**config.mk**
```make
export PLATFORM = sky130hd
export DESIGN_NAME = bzr_front
export DESIGN_NICKNAME = d
export VERILOG_FILES = /design/src/bzr_pkg.sv /design/src/bzr_front.sv
export SDC_FILE = /design/constraint.sdc
export NUM_CORES = 2
export LEC_CHECK = 0
export BUFFER_PORTS_ARGS = -buffer_cell sky130_fd_sc_hd__buf_2
export CAP_MARGIN = 20
export CORE_MARGIN = 4
export CORE_UTILIZATION = 50
export DETAILED_ROUTE_END_ITERATION = 7
export PLACE_DENSITY = 0.66
export RECOVER_POWER = 25
export SLEW_MARGIN = 20
export SYNTH_ARGS = -nofsm -noshare
export SYNTH_HDL_FRONTEND = slang
export SYNTH_SLANG_ARGS = --single-unit
```
**constraint.sdc**
```tcl
create_clock -name i_clk -period 8.6 [get_ports i_clk]
set_clock_uncertainty 0.1 [all_clocks]
set_input_delay 1.72 -clock i_clk [delete_from_list [all_inputs] [get_ports i_clk]]
set_output_delay 1.72 -clock i_clk [all_outputs]
set_load 0.005 [all_outputs]
```
**src/bzr_pkg.sv**
```systemverilog
`timescale 1ns / 1ps
// ----------------------------------------------------------------------------
// Bezier evaluator package
// Shared widths, constants, register indexes and transfer types.
// ----------------------------------------------------------------------------
package bzr_pkg;

    localparam int COORD_BITS    = 20;
    localparam int T_FRAC_BITS   = 16;
    localparam int DIR_FRAC_BITS = 15;
    localparam int AXES          = 3;

    localparam int T_BITS    = T_FRAC_BITS + 2;
    localparam int W_BITS    = T_FRAC_BITS + 1;
    localparam int PROD_BITS = 2 * W_BITS;
    localparam int P3_BITS   = PROD_BITS + 2;
    localparam int PW_BITS   = W_BITS + 1 + COORD_BITS;
    localparam int DIFF_BITS = COORD_BITS + 1;
    localparam int PD_BITS   = W_BITS + 1 + DIFF_BITS;
    localparam int ACC_BITS  = PW_BITS + 2;
    localparam int DV_BITS   = PD_BITS + 2;
    localparam int RND_BITS  = ACC_BITS - T_FRAC_BITS;

    localparam int NORM_BITS = 30;
    localparam int LEAD_BITS = 6;
    localparam int GRP_BITS  = 8;
    localparam int GROUPS    = (DV_BITS + GRP_BITS - 1) / GRP_BITS;
    localparam int SQ_BITS   = 2 * NORM_BITS + 2;
    localparam int LEN_BITS  = NORM_BITS + 1;
    localparam int Q_BITS    = DIR_FRAC_BITS + 1;
    localparam int NUM_BITS  = NORM_BITS + DIR_FRAC_BITS + 1;

    localparam int FIFO_DEPTH = 8;
    localparam int FIFO_AW    = 3;

    localparam int CFG_IDX_BITS = 8;
    localparam int CFG_BITS     = 3 * COORD_BITS;

    localparam logic [CFG_IDX_BITS-1:0] REG_POINT0 = 8'd0;
    localparam logic [CFG_IDX_BITS-1:0] REG_POINT1 = 8'd1;
    localparam logic [CFG_IDX_BITS-1:0] REG_POINT2 = 8'd2;
    localparam logic [CFG_IDX_BITS-1:0] REG_POINT3 = 8'd3;

    localparam logic [W_BITS-1:0] T_ONE = W_BITS'(1) << T_FRAC_BITS;
    localparam logic [COORD_BITS-1:0] COORD_MAX = {1'b0, {(COORD_BITS-1){1'b1}}};
    localparam logic [COORD_BITS-1:0] COORD_MIN = {1'b1, {(COORD_BITS-1){1'b0}}};
    localparam logic [Q_BITS-1:0] DIR_MAX = {1'b0, {(Q_BITS-1){1'b1}}};

    typedef logic [3:0][CFG_BITS-1:0] t_points;

    // Bernstein weights for position and the reduced derivative weights
    typedef struct packed {
        logic [W_BITS-1:0] w0;
        logic [W_BITS-1:0] w1;
        logic [W_BITS-1:0] w2;
        logic [W_BITS-1:0] w3;
        logic [W_BITS-1:0] c0;
        logic [W_BITS-1:0] c1;
        logic [W_BITS-1:0] c2;
    } t_weights;

    // Data that rides alongside the square root and divide pipelines
    typedef struct packed {
        logic [AXES-1:0][COORD_BITS-1:0] pos;
        logic [AXES-1:0]                 neg;
        logic                            zero;
        logic [AXES-1:0][NORM_BITS-1:0]  mag;
    } t_side;

endpackage

```
**src/bzr_front.sv**
```systemverilog
`timescale 1ns / 1ps
// ----------------------------------------------------------------------------
// Bezier front end
// Clamp the curve parameter and build the weights in three stages.
// ----------------------------------------------------------------------------
module bzr_front import bzr_pkg::*; (
    input  logic                     i_clk,
    input  logic                     i_rst_n,
    input  logic                     i_valid,
    input  logic signed [T_BITS-1:0] i_param_t,
    output logic                     o_valid,
    output t_weights                 o_weights,
    output logic [1:0]               o_inflight
);

    localparam logic [PROD_BITS-1:0] HALF  = PROD_BITS'(1) << (T_FRAC_BITS - 1);
    localparam logic [P3_BITS-1:0]   HALF3 = P3_BITS'(1) << (T_FRAC_BITS - 1);

    logic              r1_v, r2_v, r3_v;
    logic [W_BITS-1:0] r1_t, r1_u;
    logic [W_BITS-1:0] r2_t, r2_u, r2_t2, r2_u2, r2_c1;
    t_weights          r3_w;

    logic [W_BITS-1:0]    n1_t;
    logic [PROD_BITS-1:0] tt, uu, ut, t2t, u2u, u2t, ut2;
    t_weights             n3_w;

    always_comb begin
        if (i_param_t[T_BITS-1]) begin
            n1_t = '0;
        end else if (i_param_t[T_FRAC_BITS] && (|i_param_t[T_FRAC_BITS-1:0])) begin
            n1_t = T_ONE;
        end else begin
            n1_t = i_param_t[W_BITS-1:0];
        end
    end

    assign tt = r1_t * r1_t;
    assign uu = r1_u * r1_u;
    assign ut = r1_u * r1_t;

    assign t2t = r2_t2 * r2_t;
    assign u2u = r2_u2 * r2_u;
    assign u2t = r2_u2 * r2_t;
    assign ut2 = r2_u * r2_t2;

    always_comb begin
        n3_w.w0 = W_BITS'((u2u + HALF) >> T_FRAC_BITS);
        n3_w.w1 = W_BITS'((P3_BITS'(u2t) + (P3_BITS'(u2t) << 1) + HALF3) >> T_FRAC_BITS);
        n3_w.w2 = W_BITS'((P3_BITS'(ut2) + (P3_BITS'(ut2) << 1) + HALF3) >> T_FRAC_BITS);
        n3_w.w3 = W_BITS'((t2t + HALF) >> T_FRAC_BITS);
        n3_w.c0 = r2_u2;
        n3_w.c1 = r2_c1;
        n3_w.c2 = r2_t2;
    end

    always_ff @(posedge i_clk) begin
        if (!i_rst_n) begin
            r1_v <= 1'b0;
            r2_v <= 1'b0;
            r3_v <= 1'b0;
        end else begin
            r1_v <= i_valid;
            r2_v <= r1_v;
            r3_v <= r2_v;
        end
    end

    always_ff @(posedge i_clk) begin
        r1_t  <= n1_t;
        r1_u  <= T_ONE - n1_t;
        r2_t  <= r1_t;
        r2_u  <= r1_u;
        r2_t2 <= W_BITS'((tt + HALF) >> T_FRAC_BITS);
        r2_u2 <= W_BITS'((uu + HALF) >> T_FRAC_BITS);
        r2_c1 <= W_BITS'((ut + (HALF >> 1)) >> (T_FRAC_BITS - 1));
        r3_w  <= n3_w;
    end

    assign o_valid    = r3_v;
    assign o_weights  = r3_w;
    assign o_inflight = 2'(r1_v) + 2'(r2_v) + 2'(r3_v);

endmodule

```
Word-level counts from Yosys, hierarchy flattened
Index checks and enable logic that the tools add are counted.
- flip-flop bits (word level): 241
- input bits: 21
- output and inout port bits: 122
- word-level logic and storage cells: 40
- add/subtract/negate cells: 12
- multiply operators: 7
- mux-type cells: 2
- reduce and logical (&&, ||, !) cells: 2
- operator list (cell ; number):
    $add A33 B16 Y33 const B ; 6
    $mul A17 B17 Y33 ; 6
    $add A33 B33 Y33 ; 2
    $mux W17 ; 2
    $add A32 B15 Y32 const B ; 1
    $mul A17 B17 Y32 ; 1
    $sub A17 B17 Y17 const A ; 1
    $reduce_or A16 Y1 ; 1
    $add A1 B1 Y2 ; 1
    $add A2 B1 Y2 ; 1
    $logic_and A1 B1 Y1 ; 1

Depth between registers and ports, before layout
- word-level depth: 5
- mapped depth: 36
- mapped depth without buffers: 35

Least setup slack after synthesis
OpenSTA, ideal clock, no wires.
- kind: register -> register
- start: reg r2_t[2]
- end: reg r3_w, in the netlist o_weights[101]
- data arrival time: 7.567 ns
- required time: 8.378 ns
- slack: 0.812 ns
- stages on the path, launching flop included: 32
- buffers on the path: 1
- period minus slack after synthesis: 7.788 ns
- cell sequence: dfxtp_1 -> clkbuf_1 -> nand2_1 -> fa_1 -> fa_1 -> fa_1 -> fa_1 -> inv_1 -> fa_1 -> inv_1 -> fa_1 -> inv_1 -> ha_1 -> nand2_1 -> a21oi_1 -> a21oi_1 -> or4b_1 -> a31oi_1 -> nor3_1 -> nor2_1 -> ha_1 -> ha_1 -> a21o_1 -> a21oi_1 -> nor2_1 -> o211ai_1 -> nand2_1 -> a211o_1 -> a211oi_2 -> a21oi_1 -> xnor2_1 -> xor2_1
- RTL lines (what ; line ; source):
    from (decl) ; bzr_front.sv:21 ; logic [W_BITS-1:0] r2_t, r2_u, r2_t2, r2_u2, r2_c1;
    from (signal assigned) ; bzr_front.sv:72 ; r2_t <= r1_t;
    to (signal assigned) ; bzr_front.sv:77 ; r3_w <= n3_w;
    to (decl) ; bzr_front.sv:22 ; t_weights r3_w;

Final worst setup path
- start: reg r1_t[3]
- end: reg r2_t2[16]
- cells in the longest elaborated chain, start to end: 2
- RTL lines (what ; line ; source):
    from (decl) ; bzr_front.sv:20 ; logic [W_BITS-1:0] r1_t, r1_u;
    from (signal assigned) ; bzr_front.sv:70 ; r1_t <= n1_t;
    $mul A17 B17 Y33 ; bzr_front.sv:38 ; assign tt = r1_t * r1_t;
    $add A33 B16 Y33 ; bzr_front.sv:74 ; r2_t2 <= W_BITS'((tt + HALF) >> T_FRAC_BITS);
    to (signal assigned) ; bzr_front.sv:74 ;
    to (decl) ; bzr_front.sv:21 ;
No other way between the ends.
A chain may end at the register's enable or synchronous reset.

==> impl_metrics.csv <==
group,metric,value,unit
clocking,cts_buffers,34,
final_layout,final_nets,10005,
sta,report.final.slew_viol_count,270,
synth,syn_nets,9966,
route,num_vias,48903,
sta,setup_viol,0,
run_status,outcome,"finished, violations left",
sta,fin_crit,8.24,ns
worst_setup_path,reg2reg_depth,22,
route,wl,167000,um
floorplanning,fp.dieW,380,um
final_layout,area_delta_synth_final,6.32,%
worst_setup_path,timing.critical_path.to_type,"flop",
final_layout,mostFrequentLayoutCells,"1925 x inv_1, 1503 x fa_1, 981 x nand2_1, 867 x ha_1, 703 x and2_1",
job,maxCapViolations,9,
worst_setup_path,cp-start-kind,"flop",
final_layout,drive_gt1_share,5.71,%
pwr,vdd_drop_max,0.878,mV
sta,whs,0.208,ns
clocking,clock-sinks,239,
worst_setup_path,path_cells,"clkbuf_1 -> inv_1 -> nor2_1 -> fa_1 -> fa_1 -> inv_1 -> fa_1 -> fa_1 -> fa_1 -> inv_1 -> fa_1 -> ha_1 -> and4_1 -> a21oi_1 -> o221ai_1 -> a21oi_1 -> nor3_1 -> a31oi_1 -> a21oi_1 -> a211o_1 -> a21oi_1 -> xnor2_1",
sta,max_freq,0.121,GHz
place,place_inst,9372,
route,drt_iter0_markers,2483,
worst_setup_path,crit_type,"reg -> reg",
final_layout,fillers,12385,
place,gp_congestion,0.909,
route,firstDrtPassIters,7,
run_status,violations,"capacitance limit, slew limit",
worst_setup_path,crit_top_cell,"fa_1",
route,drc,0,
global_route,grt_max_degree,37,
global_route,antenna_found_initial,9,
synth,ys_seq_elements,239,
sta,finalHoldViolCount,0,
synth,synthCells,7575,
route,vias_per_cell,5.18,
sta,finalSetupTns,0,ns
worst_hold_path,min_path_type,"reg -> reg",
clocking,cts-root-buf,"clkbuf_16",
final_layout,instances_no_fill,9438,
floorplanning,die_area,144000,um2
synth,synth-edff-count,0,
floorplanning,fp.coreArea,137000,um2
global_route,grt-ovfl-total,0,
worst_setup_path,critPathArrivalTime,8.67,ns
route,drtAntennaViolNets,0,
floorplanning,die_h,380,um
worst_setup_path,cp-endpoint,"r2_t2[16]$_DFF_P_",
synth,synthArstFlopShare,0,%
worst_setup_path,max_stage_delay,0.90,ns
synth,synthDistinctLibCells,76,
floorplanning,std_cell_rows,136,
worst_setup_path,critPathRequiredTime,9.03,ns
floorplanning,start_util,50.3,%
worst_setup_path,r2r-end,"r2_t2[16]$_DFF_P_",
worst_setup_path,cp_slowest_cell,"dfxtp_1",
route,wl_per_cell,17.7,um
floorplanning,io_pins,143,
synth,syn_avg_cell_area,9.11,um2
synth,synth_ff_type,"dfxtp_1",
worst_setup_path,critPathLaunch,"r1_t[3]$_DFF_P_",
worst_setup_path,crit_fanout,16,
worst_hold_path,min_path_cells,0,
sta,maxSlewHeadroom,-45.5,%
place,hpwl,139000,um
clocking,clk-insertion-delay-late,0.62,ns
synth,yosysWarningCount,0,
sta,rsz0062_at_grt,"false",
clocking,cts_buffer_depth,3,
synth,ys_seq_area_share,6.93,%
pwr,p_leak,0.0387,uW
pwr,pwr_density_cell,314,nW/um2
clocking,htree_levels,2,
clocking,path_clk_slew,0.07,ns
clocking,postCtsSetupBuffers,0,
worst_setup_path,rr_startpoint,"r1_t[3]$_DFF_P_",
global_route,grt_use_total,24.1,%
place,portBuffers,142,
global_route,grt_pass1_vias,54106,
synth,syn_area,69000,um2
final_layout,layout_commonest_cell,"inv_1",
clocking,cts_tree,"yes",
sta,layout_worst_path_cycle_share,95.9,%
global_route,grt_pass1_wl,281000,um
worst_setup_path,r2r_setup_slack,0.36,ns
sta,worstMarginPinSlew,2.18,ns
-- power by group --
group / internal [uW] / switching [uW] / leakage [uW]
clock: 887 / 633 / 0.000553
sequential: 1680 / 345 / 0.00200
combinational: 7850 / 11700 / 0.0362
-- per-layer routing --
layer	up-vias	share of wire, %	GRT usage [%]	wire [um]
li1	22328	-	-	-
met1	24878	41	31.3	68800
met2	1382	48	41.3	81100
met3	311	7.0	4.06	11700
met4	4	3.4	7.69	5710
met5	-	0.014	0	23
-- cells by family (layout without fill, tap and decap cells) --
kind of cell	Yosys count	count (layout)	share of synthesized area (%)
buffers and inverters	2241	2304	12.2
DFF	239	239	6.93
AOI/OAI and AO/OA	435	435	4.16
other	0	6	0
xor gates and xnor gates	227	227	2.88
and+or+nand+nor	2060	2060	14.5
muxes	3	3	0.0471
adders and majority gates	2370	2370	59.3
-- state kept, by name, summed over array words and instances (netlist names) --
signal / cells
o_weights: 119
r1_u: 17
r2_c1: 17
r2_t2: 17
r2_u2: 17
r2_u: 17
r1_t: 16
r2_t: 16
o_valid: 1
r1_v: 1
r2_v: 1
-- how the worst min path moves through the flow --
stage	start	to	slack, ns
finish	r2_c1[4]$_DFF_P_	o_weights[21]$_DFF_P_	0.21
global route	r2_c1[4]$_DFF_P_	o_weights[21]$_DFF_P_	0.22
CTS	r2_c1[4]$_DFF_P_	o_weights[21]$_DFF_P_	0.22
global placement	r2_c1[5]$_DFF_P_	o_weights[22]$_DFF_P_	0.22
detailed placement	r2_c1[5]$_DFF_P_	o_weights[22]$_DFF_P_	0.21
floorplan	r2_c1[0]$_DFF_P_	o_weights[17]$_DFF_P_	0.21
-- critical path, delay by kind of cell, from the launching register on --
kind | cells | cell delay, ns
AND/OR/NAND/NOR | 3 | 0.74
AO/OA/AOI/OAI | 7 | 1.57
XOR/XNOR | 1 | 0.13
adder cells (fa/ha/maj) | 7 | 3.28
flip-flops | 1 | 0.90
buffers and inverters | 4 | 1.41
-- layout make-up --
type,instances,area [um2],share of cell area [%]
flip-flops and latches,239,4850,6.60
multi-input cells,5095,55900,76.2
repair buffers,315,1970,2.68
well taps,1794,2240,3.06
diodes,6,15.0,0.0205
clock inverters,19,268,0.365
clock buffers,41,907,1.24
inverters,1929,7240,9.87
-- per-stage QoR --
step | setup slack (ns) | power (uW) | util, % | instance area (um2)
floorplan | 0.812 | 15600 | - | 69000
global placement | 0.287 | 21000 | 52.5 | 72100
detailed placement | 0.111 | 21300 | 52.5 | 72100
CTS | 0.118 | 23100 | 53.4 | 73300
global route | 0.00265 | 26000 | 53.4 | 73400
finish | 0.356 | 23100 | 53.4 | 73400
-- synthesized netlist by cell type (25+ instances only) --
| cell | number | area (um2) |
|---|---|---|
| a21o_1 | 59 | 443 |
| a21oi_1 | 136 | 681 |
| and2_1 | 705 | 4410 |
| clkbuf_1 | 308 | 1160 |
| dfxtp_1 | 239 | 4780 |
| fa_1 | 1503 | 30100 |
| ha_1 | 867 | 10800 |
| inv_1 | 1925 | 7230 |
| nand2_1 | 981 | 3680 |
| nand3_1 | 29 | 145 |
| nor2_1 | 175 | 657 |
| nor2b_1 | 30 | 188 |
| nor3_1 | 38 | 190 |
| o21a_1 | 25 | 188 |
| o21ai_0 | 62 | 310 |
| xnor2_1 | 161 | 1410 |
| xor2_1 | 66 | 578 |
-- timing repair --
| action | CTS | global route |
|---|---|---|
| endpoints found under the setup margin | 0 | 11 |
| hold buffers | 0 | 0 |
| gates resized for setup | 0 | 64 |
Note: power is estimated with default switching activity, not from simulation.
