File: config.mk
export PLATFORM = sky130hd
export DESIGN_NAME = bzr_fifo
export DESIGN_NICKNAME = d
export VERILOG_FILES = /design/src/bzr_pkg.sv /design/src/bzr_fifo.sv
export SDC_FILE = /design/constraint.sdc
export NUM_CORES = 1
export LEC_CHECK = 0
export BUFFER_PORTS_ARGS = -buffer_cell sky130_fd_sc_hd__buf_2
export CELL_PAD_IN_SITES_DETAIL_PLACEMENT = 1
export CELL_PAD_IN_SITES_GLOBAL_PLACEMENT = 1
export CORE_UTILIZATION = 50
export DETAILED_ROUTE_END_ITERATION = 8
export GPL_TIMING_DRIVEN = 1
export PLACE_DENSITY = 0.8
export SYNTH_ARGS = -nofsm -noshare
export SYNTH_HDL_FRONTEND = slang
export SYNTH_SLANG_ARGS = --single-unit
File: constraint.sdc
create_clock -name i_clk -period 19.55 [get_ports i_clk]
set_clock_uncertainty 0.15 [all_clocks]
set_input_delay 3.91 -clock i_clk [delete_from_list [all_inputs] [get_ports i_clk]]
set_output_delay 3.91 -clock i_clk [all_outputs]
set_load 0.03 [all_outputs]
File: src/bzr_pkg.sv
`timescale 1ns / 1ps
// ----------------------------------------------------------------------------
// Bezier evaluator package
// Shared widths, constants, register indexes and transfer types.
// ----------------------------------------------------------------------------
package bzr_pkg;

    localparam int COORD_BITS    = 20;
    localparam int T_FRAC_BITS   = 16;
    localparam int DIR_FRAC_BITS = 15;
    localparam int AXES          = 3;

    localparam int T_BITS    = T_FRAC_BITS + 2;
    localparam int W_BITS    = T_FRAC_BITS + 1;
    localparam int PROD_BITS = 2 * W_BITS;
    localparam int P3_BITS   = PROD_BITS + 2;
    localparam int PW_BITS   = W_BITS + 1 + COORD_BITS;
    localparam int DIFF_BITS = COORD_BITS + 1;
    localparam int PD_BITS   = W_BITS + 1 + DIFF_BITS;
    localparam int ACC_BITS  = PW_BITS + 2;
    localparam int DV_BITS   = PD_BITS + 2;
    localparam int RND_BITS  = ACC_BITS - T_FRAC_BITS;

    localparam int NORM_BITS = 30;
    localparam int LEAD_BITS = 6;
    localparam int GRP_BITS  = 8;
    localparam int GROUPS    = (DV_BITS + GRP_BITS - 1) / GRP_BITS;
    localparam int SQ_BITS   = 2 * NORM_BITS + 2;
    localparam int LEN_BITS  = NORM_BITS + 1;
    localparam int Q_BITS    = DIR_FRAC_BITS + 1;
    localparam int NUM_BITS  = NORM_BITS + DIR_FRAC_BITS + 1;

    localparam int FIFO_DEPTH = 8;
    localparam int FIFO_AW    = 3;

    localparam int CFG_IDX_BITS = 8;
    localparam int CFG_BITS     = 3 * COORD_BITS;

    localparam logic [CFG_IDX_BITS-1:0] REG_POINT0 = 8'd0;
    localparam logic [CFG_IDX_BITS-1:0] REG_POINT1 = 8'd1;
    localparam logic [CFG_IDX_BITS-1:0] REG_POINT2 = 8'd2;
    localparam logic [CFG_IDX_BITS-1:0] REG_POINT3 = 8'd3;

    localparam logic [W_BITS-1:0] T_ONE = W_BITS'(1) << T_FRAC_BITS;
    localparam logic [COORD_BITS-1:0] COORD_MAX = {1'b0, {(COORD_BITS-1){1'b1}}};
    localparam logic [COORD_BITS-1:0] COORD_MIN = {1'b1, {(COORD_BITS-1){1'b0}}};
    localparam logic [Q_BITS-1:0] DIR_MAX = {1'b0, {(Q_BITS-1){1'b1}}};

    typedef logic [3:0][CFG_BITS-1:0] t_points;

    // Bernstein weights for position and the reduced derivative weights
    typedef struct packed {
        logic [W_BITS-1:0] w0;
        logic [W_BITS-1:0] w1;
        logic [W_BITS-1:0] w2;
        logic [W_BITS-1:0] w3;
        logic [W_BITS-1:0] c0;
        logic [W_BITS-1:0] c1;
        logic [W_BITS-1:0] c2;
    } t_weights;

    // Data that rides alongside the square root and divide pipelines
    typedef struct packed {
        logic [AXES-1:0][COORD_BITS-1:0] pos;
        logic [AXES-1:0]                 neg;
        logic                            zero;
        logic [AXES-1:0][NORM_BITS-1:0]  mag;
    } t_side;

endpackage

File: src/bzr_fifo.sv
`timescale 1ns / 1ps
// ----------------------------------------------------------------------------
// Bezier weight queue
// Short queue that decouples the weight front end from the evaluation back end.
// ----------------------------------------------------------------------------
module bzr_fifo import bzr_pkg::*; (
    input  logic               i_clk,
    input  logic               i_rst_n,
    input  logic               i_push,
    input  t_weights           i_data,
    input  logic               i_pop,
    output logic               o_valid,
    output t_weights           o_data,
    output logic [FIFO_AW:0]   o_count
);

    t_weights             r_mem [FIFO_DEPTH];
    logic [FIFO_AW-1:0]   r_wp, r_rp;
    logic [FIFO_AW:0]     r_cnt;

    always_ff @(posedge i_clk) begin
        if (!i_rst_n) begin
            r_wp  <= '0;
            r_rp  <= '0;
            r_cnt <= '0;
        end else begin
            if (i_push) begin
                r_wp <= r_wp + 1'b1;
            end
            if (i_pop) begin
                r_rp <= r_rp + 1'b1;
            end
            r_cnt <= r_cnt + (FIFO_AW+1)'(i_push) - (FIFO_AW+1)'(i_pop);
        end
    end

    always_ff @(posedge i_clk) begin
        if (i_push) begin
            r_mem[r_wp] <= i_data;
        end
    end

    assign o_valid = (r_cnt != '0);
    assign o_data  = r_mem[r_rp];
    assign o_count = r_cnt;

endmodule

# [Yosys cells after proc, flatten, opt, wreduce, memory -nomap -nowiden]
# Memory sizes are Yosys's and may differ from the RTL's. A register that Yosys moved wholly into a read port is not among the register bits.
# Index checks and enable logic that the tools add are counted.
[totals] output_inout_bits=124 in_bits=123 ff_bits=10 memories=1 mem_bits_rw=952 wordCells=13
[classes] reduce_logical=1 muxes=4 addsub=4
[memory_table] name="r_mem" depth=8 width=119 read_ports=1 rd_clocked_by_memory_dff=1 wr=1 line="bzr_fifo.sv:17" source="t_weights r_mem [FIFO_DEPTH];"
[ops] operator="$add A3 B1 Y3 const B" count=2
[ops] operator="$mux W3" count=2
[ops] operator="$add A4 B1 Y4" count=1
[ops] operator="$reduce_bool A4 Y1" count=1
[ops] operator="$sub A4 B1 Y4" count=1
[ops] operator="$mux W1" count=2

# [Depth between registers and ports, before layout]
# Gate-level depths: netlist of run 1.
[depth] ltp_word=3 mapped_depth=8 ltp_nobuf=8

# [Worst setup path before layout of run 1]
# Ideal clock, no wire load.
[synth_timing] kind="input to register" start="in i_push" end="mem r_mem[0][0] in the netlist's numbering (enable)" setup_time_ns=0.743 required_time_ns=18.657 slack_ns=6.617 cell_stages=2 arrival_time_ns=12.040 path_buffers=0 path_cell_list="nand2b_1 nor3_1"
[synth_between] elab_chain_len=2
[synth_lines] element="from (decl)" line="bzr_fifo.sv:9" source="input logic i_push,"
[synth_lines] element="$mux W1" line="bzr_fifo.sv:38" source="if (i_push) begin"
[synth_lines] element="$mux W1 (implied by the code)" line="bzr_fifo.sv:39" source="r_mem[r_wp] <= i_data;"
[synth_lines] element="to (decl)" line="bzr_fifo.sv:17"
# Every way passes these cells.

==> metrics.md, run 1 <==
| Metric | Value |
|---|---|
| Post-CTS Setup Inserts | 0 |
| IO Pins | 247 |
| Antenna viol nets, final | 0 |
| Slew Viols, Final | 0 |
| Fill count | 6017 |
| Top FF cell, synth | edfxtp_1 |
| Yosys cell types | 26 |
| Area of the multi-input gates | 0.007412 sq mm |
| Synth Area in Simple Gates | 0.3914% |
| Final Setup Violations | 0 |
| Number of port buffers | 246 |
| Fin. Hold Viols | 0 |
| Synthesized instance count | 1442 |
| Vias in the first global route | 17790 |
| Placer congestion estimate | 0.6929 |
| Mapped Area | 0.03676 sq mm |
| Maximum vdd drop | 80.15 uV |
| Post-layout util | 57.99% |
| Clock tree sinks | 965 |
| Clock Tree Root | clkbuf_16 |
| Final WS setup | 10.95 ns |
| Fmax | 0.1163 GHz |
| FF/Latch Area | 0.02886 sq mm |
| Via count | 16090 |
| Mux contribution to synthesized area | 19.17% |
| Startpoint types | flip-flop |
| Dominant combinational cell family by area after synthesis | multiplexers |
| Required time of the critical path | 15.49 ns |
| Chip Height | 273.2 um |
| Synthesis Warnings | 0 |
| Share of cells above drive strength 1 | 38.78% |
| Initial antenna violation count | 14 |
| Syn-to-layout area delta | 14.89% |
| Status | completed |
| H-tree Lvls | 3 |
| CP Max Fanout | 55 |
| Period Utilization, post-route | 44.00% |
| CP Data Arrival Time | 4.54 ns |
| Hold_buf cts | 0 |
| TritonCTS clock tree | done |
| Grt met3 use | 4.472% |
| Met2 Resource Use GR | 35.96% |
| WL final | 76.61 mm |
| Cell Pwr Density | 110.4 mW/mm^2 |
| Grt total ovfl | 0 |
| Met1 Usage GRT | 26.52% |
| Initial Util | 50.48% |
| Residual DRC | 0 |
| CTS buffer count | 97 |
| Pin count of the biggest net entering global routing | 68 |
| Post-synthesis xor/xnor area fraction | 0.1191% |
| First-pass GRT wire length | 113.1 mm |
| Core Area | 0.07283 sq mm |
| Overall power | 4.664 mW |
| 1st-iter DRT viols | 1038 |
| Pre-CTS setup slack | 11.49 ns |
| Post-DP HPWL | 42.54 mm |
| Crit. End Element | output pin |
| CTS clk-pin slew, worst paths | 0.06 ns |
| Leakage | 13.61 nW |
| Die footprint | 0.07462 sq mm |
| Mean post-synth cell area | 25.50 sq um |
| Syn Nets | 1573 |
| Total Routing Usage GR | 20.73% |
| Slew HR | 23.28% |
| # rows | 99 |
| Worst Tran Pin Value | 1.148 ns |
| Worst hold-check path type | flip-flop to flip-flop |
| Setup_tns | 0 ns |
| Number of synthesized flops with an enable pin | 952 |
| Adder-cell share of the synthesized area | 0.2927% |
| Min Tclk post-route | 8.601 ns |
| Maximum buffer depth of the clock tree | 3 |
| CTS resizes | 0 |
| Clk_lat worst skew | 0.65 ns |
| Grt peak-use layer | met2 |
| Fin nets | 1879 |
| Critical path class | flip-flop to output pin |
| DIE WIDTH | 273.2 um |
| R2R Setup Slk | 16.50 ns |
| Router iterations before antenna repair | 4 |
| Via-to-Cell Ratio | 5.764 |
| Post-synth ARST share | 0% |
| Most frequent cells in the layout | edfxtp_1, buf_2, mux4_2 |
| Register area share after synthesis | 78.47% |
| RSZ-0062 raised after global routing | no |
| WL/cell | 27.44 um |
| Synth Area in Compound Gates | 0.03403% |
| Commonest non-fill, non-tap cell in the layout | edfxtp_1 |
| # Max-Cap Violations | 0 |
| Seq cells post-synth | 965 |
cell usage after synthesis, types with 2 or more instances:
cell / instances / area [sq um]
mux4_2: 153 / 3446
nor2_1: 6 / 22.52
mux2_2: 119 / 1340
ha_1: 7 / 87.58
mux4_1: 85 / 2233
nor3_1: 2 / 10.01
inv_1: 7 / 26.28
mux2i_1: 3 / 30.03
dfxtp_1: 13 / 260.3
buf_1: 14 / 52.55
buf_2: 4 / 20.02
nor2b_1: 3 / 18.77
buf_8: 17 / 255.2
and2_1: 7 / 43.79
buf_12: 2 / 40.04
nand2b_1: 4 / 25.02
clkbuf_1: 23 / 86.33
xor2_1: 2 / 17.52
nand2_1: 5 / 18.77
edfxtp_1: 952 / 28590
xnor2_1: 3 / 26.28
buf_6: 7 / 78.83
where the power goes:
part	total [mW]	internal [mW]	switching, mW
registers	2.35	2.33	0.0220
logic	0.418	0.163	0.255
clock network	1.89	1.11	0.786
worst max-delay path, stage by stage, from the launching register on:
cell     delay [ns]
dfxtp_4        0.84
buf_4          0.90
buf_4          0.87
mux4_1         0.68
mux2_2         0.29
buf_2          0.18
through the flow:
step / instances / hold WS [ns] / instance area, sq um
2_1_floorplan: 1442 / 0.3625 / 36760
4_1_cts: 2790 / 0.3972 / 42230
3_3_place_gp: 2608 / 0.3738 / 38940
5_1_grt: 2791 / 0.4219 / 42240
6_report: 2792 / 0.3893 / 42240
3_5_place_dp: 2608 / 0.3894 / 38940
state kept, by name, summed over array words and instances, names as in the netlist, named ones only:
signal / cells
r_wp: 3
r_mem: 952
o_count: 4
r_rp: 3
cell families (layout without fill, tap and decap cells):
group | Yosys count | after routing
compound gates | 2 | 2
mux | 360 | 360
fa+ha+maj | 8 | 8
flops | 965 | 965
buf+inv | 74 | 463
xor+xnor | 5 | 5
simple gates | 28 | 28
other cells | 0 | 2
area by class of cell:
cell class / count / area share (%)
Multi-Input combinational cell: 403 / 17.55
Antenna cell: 2 / 0.01185
Clock inverter: 68 / 1.807
Clock buffer: 114 / 5.993
Timing Repair Buffer: 274 / 3.413
Tap cell: 959 / 2.841
Inverter: 7 / 0.06221
Sequential cell: 965 / 68.32
layer usage:
layer	vias to the layer above	share of wire [%]
met5	-	0.19
met4	22	2.1
met3	146	4.7
met2	395	52
met1	8646	41
li1	6885	-
worst paths after layout:
path / from / end / cells past startpoint
max: flip-flop / o_data[89] / 5
min: r_rp[1] / flip-flop / 2
max reg2reg: r_wp[0] / r_mem[1][95] / 3
min reg2reg: r_rp[1] / flip-flop / 2
No activity file was read; power rests on OpenSTA's default activity.
==> inputs of run 2 (changes only) <==
--- a/config.mk
+++ b/config.mk
@@ -5,13 +5,14 @@
 export SDC_FILE = /design/constraint.sdc
 export NUM_CORES = 1
 export LEC_CHECK = 0
+export ABC_AREA = 1
 export BUFFER_PORTS_ARGS = -buffer_cell sky130_fd_sc_hd__buf_2
 export CELL_PAD_IN_SITES_DETAIL_PLACEMENT = 1
 export CELL_PAD_IN_SITES_GLOBAL_PLACEMENT = 1
-export CORE_UTILIZATION = 50
+export CORE_UTILIZATION = 43
 export DETAILED_ROUTE_END_ITERATION = 8
 export GPL_TIMING_DRIVEN = 1
-export PLACE_DENSITY = 0.8
+export PLACE_DENSITY = 0.81
 export SYNTH_ARGS = -nofsm -noshare
 export SYNTH_HDL_FRONTEND = slang
 export SYNTH_SLANG_ARGS = --single-unit
==> constraint.sdc (replaced) <==
create_clock -name i_clk -period 7.8 [get_ports i_clk]
set_clock_uncertainty 0.15 [all_clocks]
set_input_delay 1.56 -clock i_clk [delete_from_list [all_inputs] [get_ports i_clk]]
set_output_delay 1.56 -clock i_clk [all_outputs]
set_load 0.03 [all_outputs]
==> metrics.md, run 2 <==
| Metric | Value |
|---|---|
| Status | completed (unchanged) |
| WL final | 109.0 mm (was 76.61 mm) |
| Worst r2r src | r_wp[0] (unchanged) |
| Maximum vdd drop | 193.5 uV (was 80.15 uV) |
| Worst Hold End | r_wp[0] |
| Number of synthesized flops with an enable pin | 952 (unchanged) |
| Adder-cell share of the synthesized area | 0.2563% (was 0.2927%) |
| Dominant combinational cell family by area after synthesis | simple AND/OR/NAND/NOR gates (was multiplexers) |
| Synthesized instance count | 4192 (was 1442) |
| Clock Tree Root | clkbuf_16 (unchanged) |
| Largest register FFs | 952 (unchanged) |
| Maximum buffer depth of the clock tree | 3 (unchanged) |
| Seq cells post-synth | 965 (unchanged) |
| 1st-iter DRT viols | 1672 (was 1038) |
| Slew Viols, Final | 0 (unchanged) |
| Fin cells | 5754 (was 2792) |
| IO Pins | 247 (unchanged) |
| Mapped Area | 0.04199 sq mm (was 0.03676 sq mm) |
| Most frequent cells in the layout | nand2_1, inv_1, edfxtp_1 (was edfxtp_1, buf_2, mux4_2) |
| CP Data Arrival Time | 4.10 ns (was 4.54 ns) |
| Post-layout util | 49.06% (was 57.99%) |
| Hold slack final | 0.3637 ns (was 0.3893 ns) |
| Post-synth top cells | nand2_1, inv_1, edfxtp_1 (was edfxtp_1, mux4_2, mux2_2) |
| Die footprint | 0.09889 sq mm (was 0.07462 sq mm) |
| Number of port buffers | 246 (unchanged) |
| Core Area | 0.09671 sq mm (was 0.07283 sq mm) |
| Cell Pwr Density | 251.8 mW/mm^2 (was 110.4 mW/mm^2) |
| HP Start | r_wp[0] (was r_rp[1]) |
| Via count | 28310 (was 16090) |
| Via-to-Cell Ratio | 4.919 (was 5.764) |
| Register area share after synthesis | 68.71% (was 78.47%) |
| Worst Tran Pin Value | 1.100 ns (was 1.148 ns) |
| Placer congestion estimate | 0.7352 (was 0.6929) |
| WL/cell | 18.95 um (was 27.44 um) |
| Clock tree sinks | 965 (unchanged) |
| TritonCTS clock tree | done (unchanged) |
| CP Max Fanout | 94 (was 55) |
| Post-synthesis xor/xnor area fraction | 0.04172% (was 0.1191%) |
| Router iterations before antenna repair | 5 (was 4) |
| Cell Chain, Critical Path | buf_4 > buf_4 > nand2_1 > nand3_1 > nand2_1 > nand2_1 > nand2_1 > buf_2 (was buf_4 > buf_4 > mux4_1 > mux2_2 > buf_2) |
| Dominant cell by count in the synthesized netlist | nand2_1 (was edfxtp_1) |
| Yosys cell types | 19 (was 26) |
| Startpoint types | flip-flop (unchanged) |
| Area contributors post-synth | edfxtp_1, nand2_1, inv_1 (was edfxtp_1, mux4_2, mux4_1) |
| Initial antenna violation count | 14 (unchanged) |
| Crit path top cell by count | nand2_1 (was buf_4) |
| First-pass GRT wire length | 167.8 mm (was 113.1 mm) |
| Vias in the first global route | 30750 (was 17790) |
| Yosys top cell by area | edfxtp_1 (unchanged) |
| Final Setup Violations | 0 (unchanged) |
| Antenna viol nets, final | 0 (unchanged) |
| Post-CTS Setup Inserts | 0 (unchanged) |
| Commonest non-fill, non-tap cell in the layout | nand2_1 (was edfxtp_1) |
| Min Tclk post-route | 5.814 ns |
| Initial Util | 43.41% (was 50.48%) |
| Hold_buf cts | 0 (unchanged) |
| Reg2reg path depth | 3 (unchanged) |
| Placed cell area | 0.04424 sq mm (was 0.03894 sq mm) |
| Worst path slowest cell | buf_4 (unchanged) |
| Overall power | 11.95 mW (was 4.664 mW) |
| Post-DP HPWL | 57.64 mm (was 42.54 mm) |
| Fin nets | 4517 (was 1879) |
| Syn-to-layout area delta | 13.01% (was 14.89%) |
| Slew HR | 26.66% (was 23.28%) |
| CTS buffer count | 102 (was 97) |
| CTS clk-pin slew, worst paths | 0.06 ns (about the same) |
| Final WS setup | 1.986 ns (was 10.95 ns) |
| Synth Area in Simple Gates | 19.81% (was 0.3914%) |
| Period Utilization, post-route | 74.54% |
| WHS Path Cells | 2 (unchanged) |
| Setup_tns | 0 ns (unchanged) |
| Worst path max stage delay | 0.91 ns (was 0.90 ns) |
| RR Endpoint | r_mem[4][70] (was r_mem[1][95]) |
| Pin count of the biggest net entering global routing | 233 (was 68) |
| Worst hold-check path type | flip-flop to flip-flop (unchanged) |
| Synth Area in Compound Gates | 0.1073% (was 0.03403%) |
| Critical path class | flip-flop to output pin (unchanged) |
| Pre-CTS setup slack | 2.697 ns (was 11.49 ns) |
| R2R Setup Slk | 5.01 ns (was 16.50 ns) |
| # placed instances | 5558 (was 2608) |
| Synth top area share | 68.09% (was 77.76%) |
| H-tree Lvls | 3 (unchanged) |
| Share of cells above drive strength 1 | 9.837% (was 38.78%) |
| RSZ-0062 raised after global routing | no (unchanged) |
| Chip Height | 314.5 um (was 273.2 um) |
| CTS resizes | 0 (unchanged) |
| Crit. End Element | output pin (unchanged) |
| Clk_lat worst skew | 0.67 ns (was 0.65 ns) |
| Leakage | 21.74 nW (was 13.61 nW) |
| Design Area, Final | 0.04745 sq mm (was 0.04224 sq mm) |
| DIE WIDTH | 314.5 um (was 273.2 um) |
| Synthesis Warnings | 0 (unchanged) |
| Mean post-synth cell area | 10.02 sq um (was 25.50 sq um) |
| Mux contribution to synthesized area | 0% (was 19.17%) |
| Top FF cell, synth | edfxtp_1 (unchanged) |
| Syn Nets | 4323 (was 1573) |
| Fin. Hold Viols | 0 (unchanged) |
| Fill count | 10710 (was 6017) |
| Grt total ovfl | 0 (unchanged) |
| # rows | 114 (was 99) |
| Required time of the critical path | 6.09 ns (was 15.49 ns) |
| Most flops, register | r_mem (unchanged) |
| Fmax | 0.1720 GHz |
| Total Routing Usage GR | 22.09% (was 20.73%) |
| Post-synth ARST share | 0% (unchanged) |
| Residual DRC | 0 (unchanged) |
| # Max-Cap Violations | 0 (unchanged) |
## run 2: area by class of cell
class | instances | area (sq um) | area share, %
clock inverters | 65 | 462.9 | 0.9757
repair buffers | 274 | 1567 | 3.302
well taps | 1276 | 1597 | 3.365
clock buffers | 126 | 2736 | 5.767
diodes | 5 | 12.51 | 0.02637
flip-flops and latches | 965 | 28860 | 60.82
multi-input cells | 2074 | 8548 | 18.02
inverters | 969 | 3666 | 7.726
## run 2: per-layer routing
layer  wire (um)  GRT usage (%)
met2       56180          40.31
met5          90              0
met4        2929          7.855
met1       45010          26.16
met3        4827          3.531
## run 2: logic make-up after synthesis
group                    Yosys count
adder cells (fa/ha/maj)            8
AO/OA/AOI/OAI                      9
AND/OR/NAND/NOR                 2055
buffers and inverters           1153
XOR/XNOR                           2
flip-flops                       965
## run 2: how the worst max path moves through the flow
| stage | slack, ns | endpoint | cells past startpoint | startpoint |
|---|---|---|---|---|
| final | 1.99 | o_data[88] | 8 | flip-flop |
| after global routing | 1.72 | o_data[50] | 8 | flip-flop |
| after CTS | 1.94 | o_data[88] | 8 | flip-flop |
| after detailed placement | 2.70 | o_data[91] | 8 | flip-flop |
| after global placement | 2.79 | o_data[90] | 8 | flip-flop |
| after floorplan | 0.18 | r_mem[0][0] | 3 | i_push |
## run 2: power breakdown
group / switching, mW / internal [mW]
Sequential: 0.0479 / 5.83
Clock: 2.01 / 2.65
Combinational: 1.05 / 0.362
Total: 3.11 / 8.84
## run 2: worst max-delay path, delay by kind of cell (launching register included)
family	cells	cell delay (ns)
buffers and inverters	3	1.87
flip-flops	1	0.86
AND/OR/NAND/NOR	5	0.53
==> inputs of run 3 (changes only) <==
==> constraint.sdc (replaced) <==
create_clock -name i_clk -period 4.87 [get_ports i_clk]
set_clock_uncertainty 0.15 [all_clocks]
set_input_delay 0.974 -clock i_clk [delete_from_list [all_inputs] [get_ports i_clk]]
set_output_delay 0.974 -clock i_clk [all_outputs]
set_load 0.03 [all_outputs]
==> metrics.md, run 3 (synthesis gave the netlist of run 2 again) <==
| Metric | Value |
|---|---|
| Cell Pwr Density | 406.9 mW/mm^2 (was 251.8 mW/mm^2) |
| 1st-iter DRT viols | 1896 (was 1672) |
| Worst path max stage delay | 0.58 ns (was 0.91 ns) |
| Largest register FFs | 952 (unchanged) |
| Number of port buffers | 246 (unchanged) |
| Pin count of the biggest net entering global routing | 206 (was 233) |
| CTS resizes | 0 (unchanged) |
| CP Data Arrival Time | 3.00 ns (was 4.10 ns) |
| WL final | 112.5 mm (was 109.0 mm) |
| Worst r2r src | r_wp[0] (unchanged) |
| Post-CTS Setup Inserts | 0 (unchanged) |
| CP Max Fanout | 52 (was 94) |
| Min Tclk post-route | 4.121 ns |
| Status | completed (unchanged) |
| Comb pwr share | 12.1% (was 11.9%) |
| Core Area | 0.09671 sq mm (unchanged) |
| Setup crit end | o_data[24] (was o_data[88]) |
| Syn-to-layout area delta | 13.94% (was 13.01%) |
| Router iterations before antenna repair | 5 (unchanged) |
| Final Setup Violations | 0 (unchanged) |
| DIE WIDTH | 314.5 um (unchanged) |
| RR Endpoint | r_mem[4][101] (was r_mem[4][70]) |
| Clock tree sinks | 965 (unchanged) |
| WL/cell | 19.50 um (was 18.95 um) |
| Fin cells | 5769 (was 5754) |
| # placed instances | 5575 (was 5558) |
| Post-DP HPWL | 62.76 mm (was 57.64 mm) |
| Seq pwr share | 48.3% (was 49.2%) |
| Via-to-Cell Ratio | 4.981 (was 4.919) |
| CTS clk-pin slew, worst paths | 0.06 ns (about the same) |
| # rows | 114 (unchanged) |
| Via count | 28740 (was 28310) |
| Chip Height | 314.5 um (unchanged) |
| FF/Latch Area | 0.02886 sq mm (unchanged) |
| Slew HR | 23.51% (was 26.66%) |
| Fin nets | 4535 (was 4517) |
| Crit path top cell by count | nand2_1 (unchanged) |
| R2R Setup Slk | 2.60 ns (was 5.01 ns) |
| Maximum vdd drop | 324.5 uV (was 193.5 uV) |
| Reg2reg path depth | 3 (unchanged) |
| Die footprint | 0.09889 sq mm (unchanged) |
| NetSw | 5.022 mW (was 3.109 mW) |
| Required time of the critical path | 3.75 ns (was 6.09 ns) |
| TritonCTS clock tree | done (unchanged) |
| Slew Viols, Final | 0 (unchanged) |
| H-tree Lvls | 3 (unchanged) |
| HP Start | r_wp[0] (unchanged) |
| Switching Share | 25.80% (was 26.02%) |
| RSZ-0062 raised after global routing | no (unchanged) |
| Clk pwr share | 39.6% (was 39.0%) |
| Hold_buf cts | 0 (unchanged) |
| Most frequent cells in the layout | nand2_1, inv_1, edfxtp_1 (unchanged) |
| Period Utilization, post-route | 84.63% |
| CTS buffer count | 103 (was 102) |
| Share of cells above drive strength 1 | 10.20% (was 9.837%) |
| Total Routing Usage GR | 22.77% (was 22.09%) |
| Grt total ovfl | 0 (unchanged) |
| Maximum buffer depth of the clock tree | 3 (unchanged) |
| Commonest non-fill, non-tap cell in the layout | nand2_1 (unchanged) |
| Vias in the first global route | 31430 (was 30750) |
| Placer congestion estimate | 0.7407 (was 0.7352) |
| Worst hold-check path type | flip-flop to flip-flop (unchanged) |
| Residual DRC | 0 (unchanged) |
| Crit. End Element | output pin (unchanged) |
| Worst path slowest cell | inv_6 (was buf_4) |
| # Max-Cap Violations | 0 (unchanged) |
| Overall power | 19.46 mW (was 11.95 mW) |
| Clk_lat worst skew | 0.65 ns (was 0.67 ns) |
| Clock Tree Root | clkbuf_16 (unchanged) |
| First-pass GRT wire length | 172.5 mm (was 167.8 mm) |
| Most flops, register | r_mem (unchanged) |
| Fin. Hold Viols | 0 (unchanged) |
| Cell Chain, Critical Path | inv_6 > buf_4 > nand2_1 > nand2_1 > buf_2 (was buf_4 > buf_4 > nand2_1 > nand3_1 > nand2_1 > nand2_1 > nand2_1 > buf_2) |
| Startpoint types | flip-flop (unchanged) |
| Critical path class | flip-flop to output pin (unchanged) |
| IO Pins | 247 (unchanged) |
| Leakage | 21.93 nW (was 21.74 nW) |
| Worst Tran Pin Value | 1.147 ns (was 1.100 ns) |
| Fill count | 10660 (was 10710) |
| Area of the multi-input gates | 0.008548 sq mm (unchanged) |
| Initial Util | 43.41% (unchanged) |
| Initial antenna violation count | 18 (was 14) |
| Cell Int Power | 14.44 mW (was 8.840 mW) |
| Antenna viol nets, final | 0 (unchanged) |
| Fmax | 0.2426 GHz |
## run 3: cell types whose count changed in the layout (fill, tap and decap cells not counted)
cell        change
clkbuf_1        -5
clkinv_2        +4
buf_12         +13
buf_4           +4
clkinvlp_4      -4
inv_6           -2
clkbuf_8        -3
bufinv_16       +6
clkinv_1        +2
## run 3: worst min-delay path by stage
stage | to | slack [ns] | cells past startpoint
floorplan | r_wp[0] | 0.32 | 2
global placement | r_wp[0] | 0.33 | 2
detailed placement | r_wp[0] | 0.35 | 2
CTS | r_wp[0] | 0.36 | 2
global route | r_wp[0] | 0.38 | 2
finish | r_wp[0] | 0.36 | 2
## run 3: area by class of cell
cell class | count | share of cell area, %
repair buffers | 291 | 3.881
diodes | 5 | 0.02615
multi-input cells | 2074 | 17.87
flip-flops and latches | 965 | 60.33
clock inverters | 71 | 1.303
clock buffers | 118 | 5.595
well taps | 1276 | 3.337
inverters | 969 | 7.663
## run 3: power by group through the flow
stage / Sequential, mW / Combinational (mW) / Clock [mW]
floorplan: 9.59 / 1.53 / 0
global placement: 9.55 / 2.29 / 0
finish: 9.40 / 2.36 / 7.70
global route: 9.41 / 2.60 / 8.13
detailed placement: 9.57 / 2.37 / 0
CTS: 9.40 / 2.39 / 7.85
## run 3: worst max-delay path: cells and delay by family, from the launching register on
kind,cells,cell delay [ns]
buf+inv,3,1.36
flops,1,0.55
simple gates,2,0.36
## run 3: layer usage
layer | vias up | GRT usage (%) | share of wire [%]
li1 | 13450 | - | -
met1 | 14340 | 26.37 | 40
met2 | 690 | 41.69 | 52
met3 | 242 | 3.939 | 5.0
met4 | 20 | 8.804 | 3.3
met5 | - | 0 | 0.11
## run 3: through the flow
step	setup TNS, ns	hold slack [ns]	utilization [%]	instance area (sq um)	worst slack [ns]
floorplan	-973.66	0.3192	-	42000	-1.906
global placement	0	0.3319	46.04	44530	1.507
detailed placement	0	0.3467	46.04	44530	1.452
CTS	0	0.3552	49.45	47830	0.7011
global route	0	0.3771	49.47	47840	0.6647
finish	0	0.3555	49.47	47840	0.7487
